**src/imu_frame_checksum_decoder_assert.svh**
```systemverilog
// Assertion macros shared by the frame decoder RTL
`ifndef IMU_FRAME_CHECKSUM_DECODER_ASSERT_SVH
`define IMU_FRAME_CHECKSUM_DECODER_ASSERT_SVH

// Same-cycle implication, masked during reset
`define IFCD_ASSERT_IMP(name, clk, rst_n, ante, cons, msg) \
    name: assert property (@(posedge clk) disable iff (!rst_n) (ante) |-> (cons)) \
        else $error(msg);

// Next-cycle implication, masked during reset
`define IFCD_ASSERT_NXT(name, clk, rst_n, ante, cons, msg) \
    name: assert property (@(posedge clk) disable iff (!rst_n) (ante) |=> (cons)) \
        else $error(msg);

`endif

```
**src/ifcd_pkg.sv**
```systemverilog
// Shared types and constants of the IMU frame decoder
`timescale 1ns / 1ps
`default_nettype none
package ifcd_pkg;

    localparam int FRAME_LEN   = 11;
    localparam int FILL_W      = $clog2(FRAME_LEN + 1);
    localparam int SCALE_SHIFT = 15;

    localparam logic [7:0] HDR_BYTE   = 8'h55;
    localparam logic [7:0] TYPE_ACC   = 8'h51;
    localparam logic [7:0] TYPE_RATE  = 8'h52;
    localparam logic [7:0] TYPE_ANGLE = 8'h53;
    localparam logic [7:0] TYPE_MAG   = 8'h54;

    localparam logic [15:0] RESET_ACCEL = 16'd16;
    localparam logic [15:0] RESET_RATE  = 16'd2000;
    localparam logic [15:0] RESET_ANGLE = 16'd180;

    // Configuration register indexes
    localparam logic [1:0] CFG_ACCEL = 2'd0;
    localparam logic [1:0] CFG_RATE  = 2'd1;
    localparam logic [1:0] CFG_ANGLE = 2'd2;

    typedef enum logic [2:0] {
        KIND_ACCEL = 3'd0,
        KIND_RATE  = 3'd1,
        KIND_ANGLE = 3'd2,
        KIND_MAG   = 3'd3,
        KIND_OTHER = 3'd4
    } t_kind;

    // One classified frame waiting for the arithmetic back end
    typedef struct packed {
        logic               frame_ok;
        t_kind              kind;
        logic               mag;
        logic               zero;
        logic signed [15:0] raw_x;
        logic signed [15:0] raw_y;
        logic signed [15:0] raw_z;
        logic [15:0]        scale;
    } t_entry;

    // Queue fill status
    typedef struct packed {
        logic full;
        logic empty;
    } t_q_stat;

endpackage
`default_nettype wire

```
**src/ifcd_queue.sv**
```systemverilog
// Two-entry queue between front end and arithmetic back end
`timescale 1ns / 1ps
`default_nettype none
module ifcd_queue (
    input  wire logic          i_clk,
    input  wire logic          i_rst_n,
    input  wire logic          i_push,
    input  wire ifcd_pkg::t_entry i_entry,
    input  wire logic          i_pop,
    output ifcd_pkg::t_entry   o_head,
    output ifcd_pkg::t_q_stat  o_stat
);
    import ifcd_pkg::*;

    t_entry     r_mem [2];
    logic       r_wr_ptr;
    logic       r_rd_ptr;
    logic [1:0] r_count;

    assign o_head       = r_mem[r_rd_ptr];
    assign o_stat.full  = (r_count == 2'd2);
    assign o_stat.empty = (r_count == 2'd0);

    // Store pushed entries
    always_ff @(posedge i_clk) begin
        if (i_push) begin
            r_mem[r_wr_ptr] <= i_entry;
        end
    end

    // Advance pointers and count
    always_ff @(posedge i_clk) begin
        if (!i_rst_n) begin
            r_wr_ptr <= 1'b0;
            r_rd_ptr <= 1'b0;
            r_count  <= 2'd0;
        end else begin
            if (i_push) begin
                r_wr_ptr <= !r_wr_ptr;
            end
            if (i_pop) begin
                r_rd_ptr <= !r_rd_ptr;
            end
            case ({i_push, i_pop})
                2'b10:   r_count <= r_count + 2'd1;
                2'b01:   r_count <= r_count - 2'd1;
                default: ;
            endcase
        end
    end

endmodule
`default_nettype wire

```
**config.mk**
```make
export PLATFORM = sky130hd
export DESIGN_NAME = ifcd_queue
export DESIGN_NICKNAME = d
export VERILOG_FILES = /design/src/imu_frame_checksum_decoder_assert.svh /design/src/ifcd_pkg.sv /design/src/ifcd_queue.sv
export SDC_FILE = /design/constraint.sdc
export NUM_CORES = 1
export LEC_CHECK = 0
export ABC_CLOCK_PERIOD_IN_PS = 5400
export BUFFER_PORTS_ARGS = -buffer_cell sky130_fd_sc_hd__buf_4
export CELL_PAD_IN_SITES_DETAIL_PLACEMENT = 1
export CELL_PAD_IN_SITES_GLOBAL_PLACEMENT = 2
export CORE_MARGIN = 5
export CORE_UTILIZATION = 39
export CTS_BUF_LIST = sky130_fd_sc_hd__clkbuf_4 sky130_fd_sc_hd__clkbuf_8
export CTS_CLUSTER_DIAMETER = 120
export DETAILED_ROUTE_END_ITERATION = 10
export PLACE_DENSITY = 0.84
export SKIP_LAST_GASP = 1
export SLEW_MARGIN = 20
export SYNTH_ARGS = -nofsm -noshare
export SYNTH_HDL_FRONTEND = slang
export SYNTH_SLANG_ARGS = --single-unit
export TNS_END_PERCENT = 10
```
**constraint.sdc**
```tcl
create_clock -name i_clk -period 5.4 [get_ports i_clk]
set_input_delay 0.54 -clock i_clk [delete_from_list [all_inputs] [get_ports i_clk]]
set_output_delay 0.54 -clock i_clk [all_outputs]
set_load 0.05 [all_outputs]
```
* After elaboration in Yosys (flattened, before gate mapping)
Memory sizes are Yosys's and may differ from the RTL's. A register that Yosys moved wholly into a read port is not among the register bits. Index checks and enable logic that the tools add are counted.
Operators by class: add/subtract/negate cells 2, eq/ne operators 3, multiplexer cells 5, reduce and logical (&&, ||, !) cells 4
Operators with widths (number):
- 2-bit equality test (second input constant) | 2
- 1-bit 2-to-1 mux | 4
- 2-bit case mux with 2 select lines | 1
- 2-bit by 1-bit adder with 2-bit output (second input constant) | 1
- 2-bit by 1-bit equality test with 1-bit output (second input constant) | 1
- 1-bit zero test | 2
- 2-bit zero test | 1
- 2-bit nonzero test | 1
- 2-bit by 1-bit subtractor with 2-bit output (second input constant) | 1
Storage, ports and cells: register bits after elaboration 4, bits in writable memories 140, input bits 74, logic and storage cells 18, memories 1
Memories:
- r_mem | words 2, bits a word 70, rd ports 1, clocked after memory_dff 1, write ports 1, RTL line ifcd_queue.sv:15 | t_entry r_mem [2];

* Longest topological paths before layout
depth after elaboration 3, depth in mapped cells 5, mapped depth without buffers 5

* Least setup slack after synthesis
OpenSTA, ideal clock, no wires.
path kind input -> register, from in i_push, to mem r_mem[0][0] in the netlist's numbering (enable), setup time 0.502 ns, data arrival time 3.564 ns, required time 4.898 ns, slack 1.334 ns, stages on the path 2, buffers on the path 0, path through inv_1 > nor2_1
Between the ends: longest elaborated chain between the ends 2
Ends and longest elaborated chain:
- from (decl) | RTL line ifcd_queue.sv:7 | input wire logic i_push,
- 1-bit 2-to-1 mux | RTL line ifcd_queue.sv:26 | if (i_push) begin
- 1-bit 2-to-1 mux (not written as such) | RTL line ifcd_queue.sv:27 | r_mem[r_wr_ptr] <= i_entry;
- to (decl) | RTL line ifcd_queue.sv:15
Every way passes these cells.

==> Flow_metrics.wiki <==
{| class="wikitable"
! Metric !! Value
|-
| Switching Power || 0.7050 mW
|-
| Internal power consumption || 2.057 mW
|-
| Worst Clk Skew || 3.872 ps
|-
| Clock Sink Count || 145
|-
| Final Hold Violating Endpoints || 0
|-
| Share of total power in sequential cells || 48.3%
|-
| Areal power density over the cells || 394.7 mW/mm²
|-
| Worst Setup End Kind || output port
|-
| Via count || 2691
|-
| Number of top-level pins || 146
|-
| Data arrival, critical path || 2060 ps
|-
| Drt total wl || 10410 µm
|-
| Leading cell types in the layout, fill and taps excluded || buf_4 (146), edfxtp_1 (140), mux2_2 (70)
|-
| Final Cell Area || 0.006998 mm²
|-
| Routed via count divided by cell count || 4.592
|-
| Core area || 0.01324 mm²
|-
| Result of the run || finished, final reports clean
|-
| FF+latch area || 0.004308 mm²
|-
| Unrepaired setup endpoints after global routing || false
|-
| Global-route wire length before repair || 16320 µm
|-
| Syn Area/Cell || 21.87 µm²
|-
| Setup violation total in the final timing report || 0
|-
| Final cell count without fillers || 586
|-
| CTS Hold Bufs || 0
|-
| Number of DRC violations after detailed routing || 0
|-
| Post-synthesis sequential element count || 145
|-
| Die boundary height || 126.0 µm
|-
| Site row count || 42
|-
| Placement-stage cell area || 0.006539 mm²
|-
| Slew at the pin closest to its max-slew limit || 977.8 ps
|-
| Share of layout cells above drive strength 1 || 60.49%
|-
| Nature of the critical path startpoint || flop
|-
| H-tree depth || 4
|-
| Crit path time final || 2604 ps
|-
| Placed cell count || 554
|-
| Number of distinct library cells after synthesis || 16
|-
| Tightest slew margin relative to the limit || 34.66%
|-
| Fmax achieved || 384.1 MHz
|-
| Maximum root-to-sink buffer count || 2
|-
| Total GRT Usage || 13.51%
|-
| Final worst-path setup slack || 2796 ps
|-
| Total area of multi-input combinational cells || 910.9 µm²
|-
| Synthesized instance count || 240
|-
| Post-synthesis instance area || 0.005249 mm²
|-
| Maximum ir drop on the vdd rail || 0.2301 mV
|-
| Path category of the worst min-delay check || primary input to flop
|-
| Initial standard-cell utilization of the core || 39.64%
|-
| Start-to-end type of the worst setup path || flop to output port
|-
| Chip width || 126.0 µm
|-
| GPL Wtd Cong || 0.6863
|-
| Synthesized net count || 315
|-
| Post-synthesis to final-layout area growth || 33.33%
|-
| Clock Power Share || 35.3%
|-
| Latest clock arrival within the worst-skew pair || 420 ps
|-
| Share of total power consumed by net switching || 25.52%
|-
| Biggest fanout along the worst timing path || 70
|-
| Clock slew at reported path FFs || 80 ps
|-
| Max-capacitance violation count || 0
|-
| Remaining global-route overflow || 0
|-
| # port buffers || 145
|-
| Number of buffers inserted during clock tree synthesis || 17
|-
| Synth warn || 0
|-
| Final period utilization || 48.22%
|-
| Static power due to leakage || 2.603 nW
|-
| Sequential share of the synthesized area || 82.00%
|-
| Antenna-violating nets left || 0
|-
| Dpl hpwl || 6821 µm
|-
| Post-placement setup slack || 2847 ps
|-
| Number of slew-limit violations in the final report || 0
|-
| Count of cells resized by post-cts repair || 0
|-
| Part of the total power dissipated in combinational logic || 16.4%
|-
| Number of filler cells placed in the layout || 1248
|-
| Share of the synthesized area in the top cell type || 80.10%
|-
| Most area-consuming cells after synthesis || edfxtp_1 (80%), mux2_2 (15%), dfxtp_1 (1.9%)
|-
| Largest net degree at the start of global routing || 71
|-
| Root Driver || clkbuf_8
|-
| Clock tree from TritonCTS || built
|-
| Average wire per cell in the routed design || 17.76 µm
|-
| Final #Nets || 472
|-
| Post-CTS repair timing setup buffer count || 0
|-
| Vias in the first global route || 3036
|-
| Initial DRC Count || 173
|-
| Initial DRT Pass Iterations || 4
|-
| Final total negative setup slack || 0 ps
|-
| Area enclosed by the die boundary || 0.01588 mm²
|-
| Diode count || 0
|-
| Cell type with the largest total area after synthesis || edfxtp_1
|-
| Antenna violations before repair || 0
|-
| Leading cell type in the layout, fill and taps excluded || buf_4
|-
| Required arrival time at the worst endpoint || 4860 ps
|}
==> worst max-delay path, cell delays in order (launching register included) <==
cell     delay, ps
dfxtp_4        950
mux2_2         430
buf_4          190
==> Yosys cell counts, drive strengths merged <==
library cell	count
and2	4
or3	1
nor2b	1
o21a	1
mux2	70
a21boi	1
ha	1
dfxtp	5
inv	1
edfxtp	140
xor2	1
o21ai	1
buf	8
xnor2	2
and2b	1
nor2	2
==> sequential cells by signal, summed over array words and instances, names as in the netlist, named ones only <==
register and count:
r_wr_ptr 1, r_count 2, r_rd_ptr 1, r_mem 140
==> routing by layer <==
| layer | GRT usage, % | wire length (µm) | vias to the layer above |
|---|---|---|---|
| met2 | 22.10 | 5296 | 97 |
| met1 | 16.43 | 4286 | 1327 |
| met5 | 0 | 0 | - |
| li1 | - | - | 1258 |
| met3 | 5.631 | 728 | 9 |
| met4 | 4.164 | 96 | 0 |
==> power by group through the flow <==
stage | Clock, mW | Sequential [mW] | Combinational [mW]
floorplan | 0 | 1.34 | 0.319
global placement | 0 | 1.36 | 0.453
detailed placement | 0 | 1.36 | 0.459
CTS | 1.00 | 1.34 | 0.461
global route | 1.07 | 1.34 | 0.476
finish | 0.975 | 1.33 | 0.454
==> logic make-up (layout without fill, tap and decap cells) <==
group	Yosys count	in the layout	share of synthesized area, %
xor+xnor	3	3	0.5007
compound gates	3	3	0.3814
buf+inv	9	179	0.8343
mux	70	70	15.02
fa+ha+maj	1	1	0.2383
simple gates	9	9	1.025
flops	145	145	82.00
==> area by class of cell <==
cell class	count	area share, %
Clock buffer	18	3.451
Timing Repair Buffer	146	15.66
Sequential cell	145	61.56
Multi-Input combinational cell	86	13.02
Inverter	1	0.05364
Tap cell	176	3.147
Clock inverter	14	3.111
==> per-stage QoR <==
| stage | hold slack [ps] | total power, mW | utilization, % |
|---|---|---|---|
| after floorplan | 466.2 | 1.656 | - |
| after detailed placement | 510.1 | 1.819 | 49.38 |
| after CTS | 250.7 | 2.797 | 52.84 |
| final | 290.0 | 2.762 | 52.84 |
| after global routing | 240.0 | 2.882 | 52.84 |
| after global placement | 483.4 | 1.809 | 49.38 |
==> path summary, 6_finish.rpt <==
path | startpoint | endpoint | slack [ps] | cells after the start
max | flop | o_head[30] | 2800 | 2
min | i_entry[59] | r_mem[1][59] | 290 | 1
max reg2reg | r_wr_ptr | r_mem[0][14] | 3260 | 2
min reg2reg | r_count[1] | r_count[1] | 510 | 2
No activity file was read; power rests on OpenSTA's default activity.
