$ cat config.mk
export PLATFORM = sky130hd
export DESIGN_NAME = ifcd_front
export DESIGN_NICKNAME = d
export VERILOG_FILES = /design/src/imu_frame_checksum_decoder_assert.svh /design/src/ifcd_pkg.sv /design/src/ifcd_front.sv
export SDC_FILE = /design/constraint.sdc
export NUM_CORES = 1
export LEC_CHECK = 0
export ABC_AREA = 1
export BUFFER_PORTS_ARGS = -buffer_cell sky130_fd_sc_hd__buf_2
export CELL_PAD_IN_SITES_DETAIL_PLACEMENT = 1
export CELL_PAD_IN_SITES_GLOBAL_PLACEMENT = 1
export CORE_MARGIN = 2
export CORE_UTILIZATION = 48
export CTS_CLUSTER_DIAMETER = 30
export DETAILED_ROUTE_END_ITERATION = 8
export PLACE_DENSITY = 0.89
export SLEW_MARGIN = 20
export SYNTH_ARGS = -nofsm -noshare
export SYNTH_HDL_FRONTEND = slang
export SYNTH_SLANG_ARGS = --single-unit
$ cat constraint.sdc
create_clock -name i_clk -period 8.68 [get_ports i_clk]
set_clock_uncertainty 0.15 [all_clocks]
set_input_delay 0.434 -clock i_clk [delete_from_list [all_inputs] [get_ports i_clk]]
set_output_delay 0.434 -clock i_clk [all_outputs]
set_load 0.02 [all_outputs]
$ cat src/imu_frame_checksum_decoder_assert.svh
// Assertion macros shared by the frame decoder RTL
`ifndef IMU_FRAME_CHECKSUM_DECODER_ASSERT_SVH
`define IMU_FRAME_CHECKSUM_DECODER_ASSERT_SVH

// Same-cycle implication, masked during reset
`define IFCD_ASSERT_IMP(name, clk, rst_n, ante, cons, msg) \
    name: assert property (@(posedge clk) disable iff (!rst_n) (ante) |-> (cons)) \
        else $error(msg);

// Next-cycle implication, masked during reset
`define IFCD_ASSERT_NXT(name, clk, rst_n, ante, cons, msg) \
    name: assert property (@(posedge clk) disable iff (!rst_n) (ante) |=> (cons)) \
        else $error(msg);

`endif

$ cat src/ifcd_pkg.sv
// Shared types and constants of the IMU frame decoder
`timescale 1ns / 1ps
`default_nettype none
package ifcd_pkg;

    localparam int FRAME_LEN   = 11;
    localparam int FILL_W      = $clog2(FRAME_LEN + 1);
    localparam int SCALE_SHIFT = 15;

    localparam logic [7:0] HDR_BYTE   = 8'h55;
    localparam logic [7:0] TYPE_ACC   = 8'h51;
    localparam logic [7:0] TYPE_RATE  = 8'h52;
    localparam logic [7:0] TYPE_ANGLE = 8'h53;
    localparam logic [7:0] TYPE_MAG   = 8'h54;

    localparam logic [15:0] RESET_ACCEL = 16'd16;
    localparam logic [15:0] RESET_RATE  = 16'd2000;
    localparam logic [15:0] RESET_ANGLE = 16'd180;

    // Configuration register indexes
    localparam logic [1:0] CFG_ACCEL = 2'd0;
    localparam logic [1:0] CFG_RATE  = 2'd1;
    localparam logic [1:0] CFG_ANGLE = 2'd2;

    typedef enum logic [2:0] {
        KIND_ACCEL = 3'd0,
        KIND_RATE  = 3'd1,
        KIND_ANGLE = 3'd2,
        KIND_MAG   = 3'd3,
        KIND_OTHER = 3'd4
    } t_kind;

    // One classified frame waiting for the arithmetic back end
    typedef struct packed {
        logic               frame_ok;
        t_kind              kind;
        logic               mag;
        logic               zero;
        logic signed [15:0] raw_x;
        logic signed [15:0] raw_y;
        logic signed [15:0] raw_z;
        logic [15:0]        scale;
    } t_entry;

    // Queue fill status
    typedef struct packed {
        logic full;
        logic empty;
    } t_q_stat;

endpackage
`default_nettype wire

$ cat src/ifcd_front.sv
// Front end: byte window, header detect, checksum and type decode
`timescale 1ns / 1ps
`default_nettype none
module ifcd_front (
    input  wire logic          i_clk,
    input  wire logic          i_rst_n,
    input  wire logic          i_rx_valid,
    output logic               o_rx_ready,
    input  wire logic [7:0]    i_rx_byte,
    input  wire logic          i_cfg_we,
    input  wire logic [1:0]    i_cfg_idx,
    input  wire logic [15:0]   i_cfg_wdata,
    input  wire logic          i_q_full,
    output logic               o_push,
    output ifcd_pkg::t_entry   o_entry
);
    import ifcd_pkg::*;

    logic [7:0]        r_win [FRAME_LEN];
    logic [7:0]        w_nx  [FRAME_LEN];
    logic [FILL_W-1:0] r_fill;
    logic [15:0]       r_accel_scale;
    logic [15:0]       r_rate_scale;
    logic [15:0]       r_angle_scale;
    logic              w_take;
    logic              w_full;
    logic [7:0]        w_sum;

    // Accept a word whenever the queue has room
    assign o_rx_ready = !i_q_full;
    assign w_take     = i_rx_valid && o_rx_ready;

    // Window as it stands after the incoming word is shifted in
    always_comb begin
        for (int i = 0; i < FRAME_LEN - 1; i++) begin
            w_nx[i] = r_win[i + 1];
        end
        w_nx[FRAME_LEN - 1] = i_rx_byte;
    end

    assign w_full = (r_fill >= FILL_W'(FRAME_LEN - 1));

    // Wrapping sum of all bytes but the checksum
    always_comb begin
        w_sum = 8'd0;
        for (int i = 0; i < FRAME_LEN - 1; i++) begin
            w_sum = w_sum + w_nx[i];
        end
    end

    // Classify the frame and pick its scale
    always_comb begin
        o_entry.frame_ok = (w_sum == w_nx[FRAME_LEN - 1]);
        o_entry.raw_x    = {w_nx[3], w_nx[2]};
        o_entry.raw_y    = {w_nx[5], w_nx[4]};
        o_entry.raw_z    = {w_nx[7], w_nx[6]};
        o_entry.mag      = 1'b0;
        o_entry.scale    = 16'd0;
        unique case (w_nx[1])
            TYPE_ACC: begin
                o_entry.kind  = KIND_ACCEL;
                o_entry.scale = r_accel_scale;
            end
            TYPE_RATE: begin
                o_entry.kind  = KIND_RATE;
                o_entry.scale = r_rate_scale;
            end
            TYPE_ANGLE: begin
                o_entry.kind  = KIND_ANGLE;
                o_entry.scale = r_angle_scale;
            end
            TYPE_MAG: begin
                o_entry.kind = KIND_MAG;
                o_entry.mag  = 1'b1;
            end
            default: begin
                o_entry.kind = KIND_OTHER;
            end
        endcase
        o_entry.zero = !o_entry.frame_ok || (o_entry.kind == KIND_OTHER);
    end

    assign o_push = w_take && w_full && (w_nx[0] == HDR_BYTE);

    // Advance the window on every accepted word
    always_ff @(posedge i_clk) begin
        if (w_take) begin
            for (int i = 0; i < FRAME_LEN; i++) begin
                r_win[i] <= w_nx[i];
            end
        end
    end

    // Fill count saturates once the window holds a whole frame
    always_ff @(posedge i_clk) begin
        if (!i_rst_n) begin
            r_fill <= '0;
        end else if (w_take && (r_fill != FILL_W'(FRAME_LEN))) begin
            r_fill <= r_fill + 1'b1;
        end
    end

    // Scale registers; unknown indexes drop the write
    always_ff @(posedge i_clk) begin
        if (!i_rst_n) begin
            r_accel_scale <= RESET_ACCEL;
            r_rate_scale  <= RESET_RATE;
            r_angle_scale <= RESET_ANGLE;
        end else if (i_cfg_we) begin
            case (i_cfg_idx)
                CFG_ACCEL: r_accel_scale <= i_cfg_wdata;
                CFG_RATE:  r_rate_scale  <= i_cfg_wdata;
                CFG_ANGLE: r_angle_scale <= i_cfg_wdata;
                default:   ;
            endcase
        end
    end

endmodule
`default_nettype wire

* Word level (Yosys, flattened, before mapping) *
Memories as Yosys holds them, arrays and structs flattened.
Cells that the tools add are included.
Widths: inputs -> output; s select.

operators by class
  $add $sub $neg = 10
  multipliers = 0
  divide/modulo/power cells = 0
  $lt $le $gt $ge = 1
  eq/ne operators = 10
  shift operators = 0
  multiplexer cells = 5
  bitwise logic cells = 0
  reductions and logical operators = 11

operators with widths
  kind                 number
  $add 8x8->8          9
  $pmux 16 s3          1
  $eq 8x7->1 const B   5
  $pmux 3 s4           1
  $eq 8x8->1           1
  $reduce_and 2->1     3
  $add 4x1->4 const B  1
  $ge 4x4->1 const B   1
  $logic_and 1x1->1    4
  $ne 4x4->1 const B   1
  $eq 3x3->1 const B   1
  $mux 1               3
  $eq 2x1->1 const B   1
  $eq 2x2->1 const B   1
  $logic_not 1->1      2
  $logic_not 2->1      1
  $logic_or 1x1->1     1

storage, ports and cells
  register bits after elaboration = 52
  latch bits = 0
  RAM bits = 88
  memory bits (read-only) = 0
  bits of input ports = 31
  output and inout bits = 72
  logic and storage cells = 42
  memories = 1

memory list
  name   depth  width  rd ports  clocked after memory_dff  write ports  line              RTL
  r_win  11     8      10        0                         11           ifcd_front.sv:19  logic [7:0] r_win [FRAME_LEN];

* Longest topological paths before layout *
Gate-level depths: netlist of the first run.

  depth in word-level cells = 12
  gate-level depth with buffers = 22
  depth with buffers taken out = 22

* Worst setup path before layout of the first run *
OpenSTA, ideal clock, no wires.

  path type = input to output
  from = input port i_rx_valid
  to = output port o_push
  arrival time = 4.731 ns
  required time = 8.096 ns
  slack = 3.365 ns
  cell stages on the path = 4
  buffers on the path = 0
  cell sequence = inv_1 > nor2_1 > nand4_1 > nor3_1

between the ends
  longest elaborated chain between the ends = 3

ends and longest elaborated chain
  item                            line              RTL
  from (decl)                     ifcd_front.sv:7   input wire logic i_rx_valid,
  $logic_and 1x1->1               ifcd_front.sv:31  assign w_take = i_rx_valid && o_rx_ready;
  via w_take                      ifcd_front.sv:25  logic w_take;
  $logic_and 1x1->1 (2 in a row)  ifcd_front.sv:83  assign o_push = w_take && w_full && (w_nx[0] == HDR_BYTE);
  to (decl)                       ifcd_front.sv:14  output logic o_push,

The timed path passes the listed nets, and every way through them passes these cells.

==> summary by stage, run 1 <==
Outcome
The flow ran to the end, and the final reports show no timing, DRC or antenna violations.

Layout
In the final layout, the multi-input gates occupy 2800 µm². The area growth from synthesis to layout is 17.9%. Across the whole layout, storage elements account for 3440 µm². The layout has 1575 filler cells. The post-route netlist has 20.4% of its cells at a drive strength greater than 1. The count of antenna diodes in the layout is 0.

The core occupancy in the finished layout is 57.6%. For this run, the post-layout net count is 855. The final instance count without filler cells is 953.

Placed design
The quantity of I/O buffers inserted on ports is 102. The detailed placement HPWL is 13600 µm. Counting tap cells, the placed design contains a total of 922 instances. The final weighted congestion in routability-driven placement is 0.821.

STA
The shortest clock period the worst path allows after layout is 6.04 ns. The share of the clock period used by the worst path after layout is 69.6%. The final count of negative-setup-slack endpoints is 0. In this run the tightest slew margin relative to its limit is 26.3%.

Setup repair after global routing left no endpoint under its margin. The hold violation count in the final report is 0. The top achievable clock speed is 166 MHz. For the pin with the worst max-slew slack, the measured transition is 1.10 ns. The final setup TNS is 0 ns.

The final-report max-slew violation count was 0.

Synthesis
Summing the areas of all fa, ha and maj instances in the mapped netlist gives 17.2% of the synthesized area. After synthesis the cells add up to 6750 µm². The largest family of logic cells by synthesized area is adder cells. The share of the Yosys chip area taken by registers is 51.0%. The biggest area contributor in the post-synthesis netlist is edfxtp_1. In the synthesized netlist, the cells that appear most often are inv_1, nand2_1, edfxtp_1. The predominant post-synthesis flop cell is edfxtp_1.

The number of enable-type register cells in the synthesized netlist is 80. The portion of netlist area occupied by mux cells is 0%. The fraction of the mapped netlist area in simple logic gates is 17.1%. When the netlist entered floorplanning its net count stood at 750. The async set or reset register ratio after synthesis is 0%. The cell count after synthesis came out at 656. The warning count from the yosys run is 0. After synthesis the netlist holds a flip-flop and latch count of 132. The fraction of synthesized cell area taken by the top area cell type is 35.6%. In the post-synthesis netlist, the biggest area contributors are edfxtp_1, dfxtp_1, fa_1, inv_1, nand2_1. The synthesized-area fraction occupied by xor and xnor cells is 0.908%.

A synthesized cell averages 10.3 µm². The most instantiated library cell after synthesis is inv_1. The compound-gate portion of the synthesized area is 5.98%. Counting distinct cell types in the post-synthesis netlist gives 32.

Pwr
The power per cell area is 277 nW/µm². Summed over all cells, the static leakage comes to 3.61 nW. The worst-case IR drop observed on VDD is 171 µV.

Critical path
The category of the critical setup timing path is reg -> out. The worst setup path is captured at an output port. Among all stages on the critical path, the largest delay is contributed by fa_1. The sort of element at the start of the critical path is a flip-flop. The worst register-to-register path begins at r_fill[1]$_SDFFE_PN0P_. At the worst endpoint, the arrival time is 5.45 ns. The required time at the endpoint of the critical path is 8.10 ns. By instance count, the cell type seen most on the critical path is fa_1.

Of all nets on the critical path, the largest fanout is 3. Traced cell by cell, the critical path runs through fa_1 > inv_1 > fa_1 > fa_1 > fa_1 > inv_1 > fa_1 > inv_1 > fa_1 > xor2_1 > nand3_1 > nor2_1 > nand3_1 > nor3_2 > nand2_1 > nor2_2 > buf_2. The timing startpoint of the critical path is r_win[5][2]$_DFFE_PP_. For this run, the slowest stage of the critical path takes 0.58 ns.

Detailed routing
The detailed router finished its first iteration with 328 violations. In the routed layout, each cell is associated on average with a via count of 5.38. The routed layout has 5128 vias. The final layout contains routed wiring with a total length of 18700 µm. The mean routed wirelength per cell is 19.6 µm.

The number of remaining DRC errors is 0. The detailed-routing iteration count for the pre-antenna-repair pass is 5. The count of antenna-violating nets left after detailed routing is 0.

Clocking
Clock latency on the worst-skew pair, taken at its later pin, is 0.42 ns. The worst-case clock buffer depth is 2. CTS built an H-tree with a depth of 4. Clock tree synthesis inserted a total of 17 buffers. Clock tree synthesis selected as its root buffer the cell clkbuf_16.

After clock tree synthesis, the setup repair step added 0 buffers. After clock tree synthesis, the clock-pin slew on the worst setup and hold paths is 0.06 ns. In this run, post-CTS hold repair placed 0 buffers.

Once the clock tree was built, the resizer swapped 0 gates to a different size. Clock tree synthesis found a total of 132 sinks. TritonCTS built the clock tree.

Floorplanning
The die is 123 µm wide. Pin placement for this block handled 103 I/O pins. The die covers 15000 µm². For this configuration, the core starts out at a cell density of 48.8%. In this run the core area contains 43 standard-cell rows. The core box area is 13800 µm².

Measured along the y axis, the die boundary spans 123 µm.

GRT
The pin count of the biggest net entering global routing is 53. The total overflow reported by the global router is 0. The initial antenna violation count is 0. In the global route stage, met3 resource usage came out at 5.20%. The via count of the first global-routing pass is 5688. The layer flagged by global routing as most heavily used is met2.

In the global route stage, overall resource usage came out at 26.7%. The met1 usage is 30.0%. For this run, global-route usage on met2 was measured as 48.5%. The first global-routing pass estimated 29500 µm of wire.

Run
The max-cap check violation count is 0.

Min path
The worst hold path class is in -> reg. The worst hold path begins at i_rx_byte[7].
==> routing by layer <==
layer | part of all wire [%] | wire, µm
met5 | 0 | 0
met4 | 3.7 | 686
met3 | 4.0 | 740
met2 | 53 | 9990
met1 | 39 | 7280
==> path summary, 6_finish.rpt <==
check | endpoint | cells after the start | slack [ns]
setup / recovery | o_entry[69] | 17 | 2.64
hold / removal | r_win[10][7]$_DFFE_PP_ | 1 | 0.08
hold reg to reg | r_angle_scale[0]$_SDFFE_PN0P_ | 2 | 0.31
setup reg to reg | r_fill[2]$_SDFFE_PN0P_ | 7 | 7.06
==> cell families after synthesis <==
group                      Yosys count
AOI/OAI and AO/OA                   72
xor gates and xnor gates             7
adders and majority gates           63
buffers and inverters              131
DFF                                132
and+or+nand+nor                    251
==> critical path, delay by kind of cell, from the launching register on <==
kind,cells,cell delay (ns)
simple gates,6,0.76
fa+ha+maj,6,3.25
flops,1,0.49
xor+xnor,1,0.17
buf+inv,4,0.36
==> power by group <==
| group | switching (W) | leakage [nW] | total (W) | internal, W |
|---|---|---|---|---|
| Sequential | 0.0000211 | 1.18 | 0.000715 | 0.000694 |
| Clock | 0.000263 | 0.280 | 0.000663 | 0.000400 |
| Combinational | 0.000525 | 2.16 | 0.000826 | 0.000301 |
==> layout make-up <==
| cell class | instances | area share, % |
|---|---|---|
| Sequential cell | 132 | 43.3 |
| Clock inverter | 8 | 0.597 |
| Clock buffer | 23 | 6.24 |
| Tap cell | 180 | 2.83 |
| Timing Repair Buffer | 104 | 6.60 |
| Multi-Input combinational cell | 393 | 35.1 |
| Inverter | 113 | 5.33 |
==> cell usage in the layout, fill, tap and decap left out, types with 2 or more instances in the layout <==
master	Yosys	routed
xor2_1	3	3
nor3_1	3	3
o211ai_2	2	2
nor3_2	2	2
ha_1	13	13
nor2_1	57	56
inv_2	4	4
nand4_1	5	5
clkbuf_8	0	2
nor3_4	4	4
clkbuf_4	0	2
inv_1	107	107
nand3_1	67	66
edfxtp_1	80	80
clkinv_2	0	4
a21oi_1	18	18
nand2_1	96	96
nor4_1	2	2
buf_4	1	2
clkinv_1	2	2
xnor2_1	4	4
inv_4	0	3
nand3b_1	5	5
clkbuf_16	0	18
fa_1	50	50
dfxtp_1	52	52
nand2_2	7	7
buf_2	5	102
o211ai_1	10	10
o21ai_0	41	41
==> registers in the layout, summed over array words and instances, names as in the netlist <==
name / cells
r_accel_scale: 16
r_fill: 4
r_win: 80
r_angle_scale: 16
r_rate_scale: 16
==> metrics by stage <==
stage                     cell area, µm²  power, W  hold WS [ns]  worst slack (ns)
after floorplan                     6750   0.00129         0.280              3.36
after global placement              7410   0.00141         0.288              3.31
after detailed placement            7410   0.00153         0.299              3.13
after CTS                           7960   0.00221        0.0696              2.64
after global routing                7960   0.00232        0.0711              2.43
final                               7960   0.00220        0.0760              2.64
Note: power is estimated with default switching activity, not from simulation.
==> run 2: changes to the inputs <==
- ABC_AREA: 1 -> 0
- CORE_UTILIZATION: 48 -> 41
- PLACE_DENSITY: 0.89 -> 0.8
- clock period: 8.68 -> 5.31 ns (I/O delays scaled with it)
==> run 2 against run 1 <==
- the flow now finishes with violations (negative setup slack)
- design area rose by 7.2%
- flip-flop and latch count did not move
- sequential power rose by 62%
- non-clock buffer count rose by 68
- critical path depth fell by 2
- worst setup slack got worse by 3.2 ns
- global-route usage fell by 4.5 points
- total power rose by 72%
- die area rose by 13%
- worst hold slack improved by 0.047 ns
- largest cell class unchanged
==> summary by stage, run 2 <==
Synthesis
When the netlist entered floorplanning its net count stood at 640. By count the netlist is led by nand2_1, edfxtp_1, inv_1. The count of distinct cell types in the synthesized netlist is 37. The warning count from the yosys run is 0. The synthesized area divided by synthesized cell count is 12.0 µm².

Yosys attributes the largest share of cell area to edfxtp_1, dfxtp_1, fa_1, nand2_1, a21boi_0. The most common cell in the synthesized netlist is nand2_1. The post-synthesis instance total is 546. The fraction of synthesized cell area taken by the top area cell type is 36.7%. The share of the yosys chip area belonging to registers is 52.6%. The cell area that synthesis handed to floorplanning was 6550 µm².

The synthesized flop and latch total is 132. Counting flops with an async set or reset pin after synthesis yields a share of 0%. The predominant post-synthesis flop cell is edfxtp_1. Summed over all instances, the cell type with the most area after synthesis is edfxtp_1. The number of enable-type register cells in the synthesized netlist is 80.

Placed design
The detailed placement HPWL is 12100 µm. The quantity of I/O buffers inserted on ports is 102. The number of placed instances, taps included is 882. The final weighted congestion in routability-driven placement is 0.812.

STA
The top achievable clock speed is 170 MHz. Summed over all failing endpoints, the final setup total negative slack is -0.933 ns. The hold violation count in the final report is 0. Setup repair after global routing could not meet its margin everywhere. The post-route worst setup slack is -0.558 ns. The shortest clock period the worst path allows after layout is 5.87 ns. After layout, the worst path uses 111% of the clock period. Setup violations remaining at the end of the flow were counted as 2. In this run the tightest slew margin relative to its limit is 41.0%. The slew of the pin with the lowest slew margin is 0.884 ns. The final-report max-slew violation count is 0. The worst-case hold slack is 0.123 ns.

Layout
From synthesis to final layout, the design area changed by 30.4%. The area taken by flip-flops and latches is 3440 µm². The final instance count without filler cells is 944.

The register with the most flip-flops in the layout has 80 of them. In the layout the commonest cells are nand2_1, buf_2, edfxtp_1. Counting flops per register, the top entry is r_win.

For this run, the share of the core covered by cells in the final layout is 54.1%. Of the cells placed in the final design, the portion with a size suffix greater than 1 is 29.3%. The net count of the finished layout is 809. The repair_antennas step left the layout with diodes totalling 0. The layout has 1678 filler cells. The library cell used most frequently in the layout, excluding fill and tap cells, is nand2_1. The multi-input logic area is 2900 µm².

Detailed routing
The number of remaining DRC errors is 0. The first TritonRoute pass finished after 4 iterations. The vias after detailed routing is 4696.

The routed via count divided by cell count is 4.97. The wire length after detailed routing is 17600 µm. The DRC violation total after the first TritonRoute iteration is 264. The mean routed wirelength per cell is 18.7 µm. The count of antenna-violating nets left after detailed routing is 0.

Floorplanning
The core box area is 15800 µm². The row count is 46. The total I/O pin count is 103. The initial core utilization is 41.5%. The die extent in x is 130 µm.

The floorplan die area is 17000 µm². The height of the chip is 130 µm.

Critical path
The kind of end point of the critical path is an output port. The sort of element at the start of the critical path is a flip-flop. The highest net fanout along the worst path is 2. The data arrival time of the critical path is 5.45 ns.

STA puts the critical path data required time at 4.89 ns. The worst setup path is of the reg -> out kind.

Clocking
TritonCTS built the clock tree. The H-tree level count is 4. The total clock buffers created by CTS is 17. The CTS root buffer is clkbuf_16. The clock insertion delay at the later pin of the skew report is 0.42 ns. The clock drives 132 sinks. After clock tree synthesis, the clock-pin slew on the worst setup and hold paths is 0.06 ns. The worst-case clock buffer depth is 2.

GRT
The first global-routing pass estimated 28000 µm of wire. The initial antenna violation count is 1. The global-route met2 utilization is 38.5%. For this run, global-route usage on met3 was measured as 5.25%. The pin count of the biggest net entering global routing is 69. The total overflow reported by the global router is 0. Global routing used 22.2% of the available tracks. The routing layer with the top usage in global route is met2. The via count of the first global-routing pass is 5327. Global routing used 26.3% of the available met1 tracks.

Min path
The worst hold path class is in -> reg.

Outcome
The flow ran to the end, but the final reports show violations. The checks that failed: negative setup slack.

Pwr
The power per cell area is 445 nW/µm². VDD sags by at most 264 µV. The static leakage is 3.51 nW. The total chip power is 0.00380 W.

Run
The max-cap check violation count is 0.
run 2: changes by cell type in the layout (fill, tap and decap cells not counted), sizes merged, moves of 12 or more:
cell,change
nand3,-54
o21ai,-38
a21oi,-15
inv,-59
dlygate4sd3,+24
a21boi,+37
o211ai,-12
nor2,-35
mux2,+16
xnor2,+26
a22oi,+16
buf,+44
run 2: where the power goes:
part           total [W]  internal (W)  switching (W)  leakage [nW]
combinational    0.00141      0.000691       0.000716          2.04
sequential       0.00116       0.00113      0.0000301          1.17
clock            0.00123      0.000780       0.000453         0.296
total            0.00380       0.00260        0.00120          3.51
run 2: final timing paths:
check / startpoint / depth (start not counted) / endpoint / slack, ns
worst min-delay path: i_q_full / 2 / r_win[8][0]$_DFFE_PP_ / 0.12
worst max register to register: r_fill[1]$_SDFFE_PN0P_ / 7 / r_fill[2]$_SDFFE_PN0P_ / 3.70
worst max-delay path: r_win[1][2]$_DFFE_PP_ / 15 / o_entry[64] / -0.56
worst min register to register: r_angle_scale[5]$_SDFFE_PN1P_ / 2 / r_angle_scale[5]$_SDFFE_PN1P_ / 0.31
run 2: per-layer routing:
metal  share of wire (%)  vias up  wire, µm
li1                    -     2150         -
met1                  41     2408      7180
met2                  53      104      9420
met3                 3.4       32       606
met4                 2.3        2       413
met5               0.074        -        13
run 2: through the flow:
| stage | worst slack [ns] | area [µm²] |
|---|---|---|
| final | -0.558 | 8530 |
| after detailed placement | -0.326 | 7560 |
| after floorplan | 0.0121 | 6560 |
| after global routing | -0.689 | 8530 |
| after global placement | -0.178 | 7560 |
| after CTS | -0.532 | 8480 |
run 2: critical path, cell delays in order, from the launching register on:
cell	delay [ns]
edfxtp_1	0.44
fa_1	0.57
inv_2	0.04
fa_1	0.51
fa_1	0.50
fa_1	0.50
inv_1	0.06
fa_1	0.48
ha_1	0.30
a211oi_2	0.27
o21bai_1	0.12
a21oi_2	0.14
xnor2_1	0.09
or4_4	0.54
or3_4	0.34
buf_6	0.14
run 2: area by class of cell:
type                            count  area share (%)
Sequential cell                   132            40.4
Multi-Input combinational cell    338            34.0
Timing Repair Buffer              172            12.9
Clock buffer                       17            4.99
Tap cell                          216            3.17
Inverter                           54            2.38
Clock inverter                     15            2.20
run 2: cells by family (layout without fill, tap and decap cells):
group / Yosys count / after routing / synth area share [%]
DFF: 132 / 132 / 52.6
and+or+nand+nor: 161 / 161 / 10.5
AOI/OAI and AO/OA: 64 / 64 / 7.25
xor gates and xnor gates: 34 / 34 / 4.76
muxes: 16 / 16 / 2.75
adders and majority gates: 63 / 63 / 17.8
buffers and inverters: 76 / 258 / 4.36
run 2: what timing repair did:
item / in CTS / in global routing
endpoints found under the setup margin: 2 / 2
endpoints found under the hold margin: 53 / 0
resized for setup: 9 / 7
cloned: 0 / 0
hold buffers: 24 / 0
setup buffers: 3 / 3
pin swaps: 15 / 11
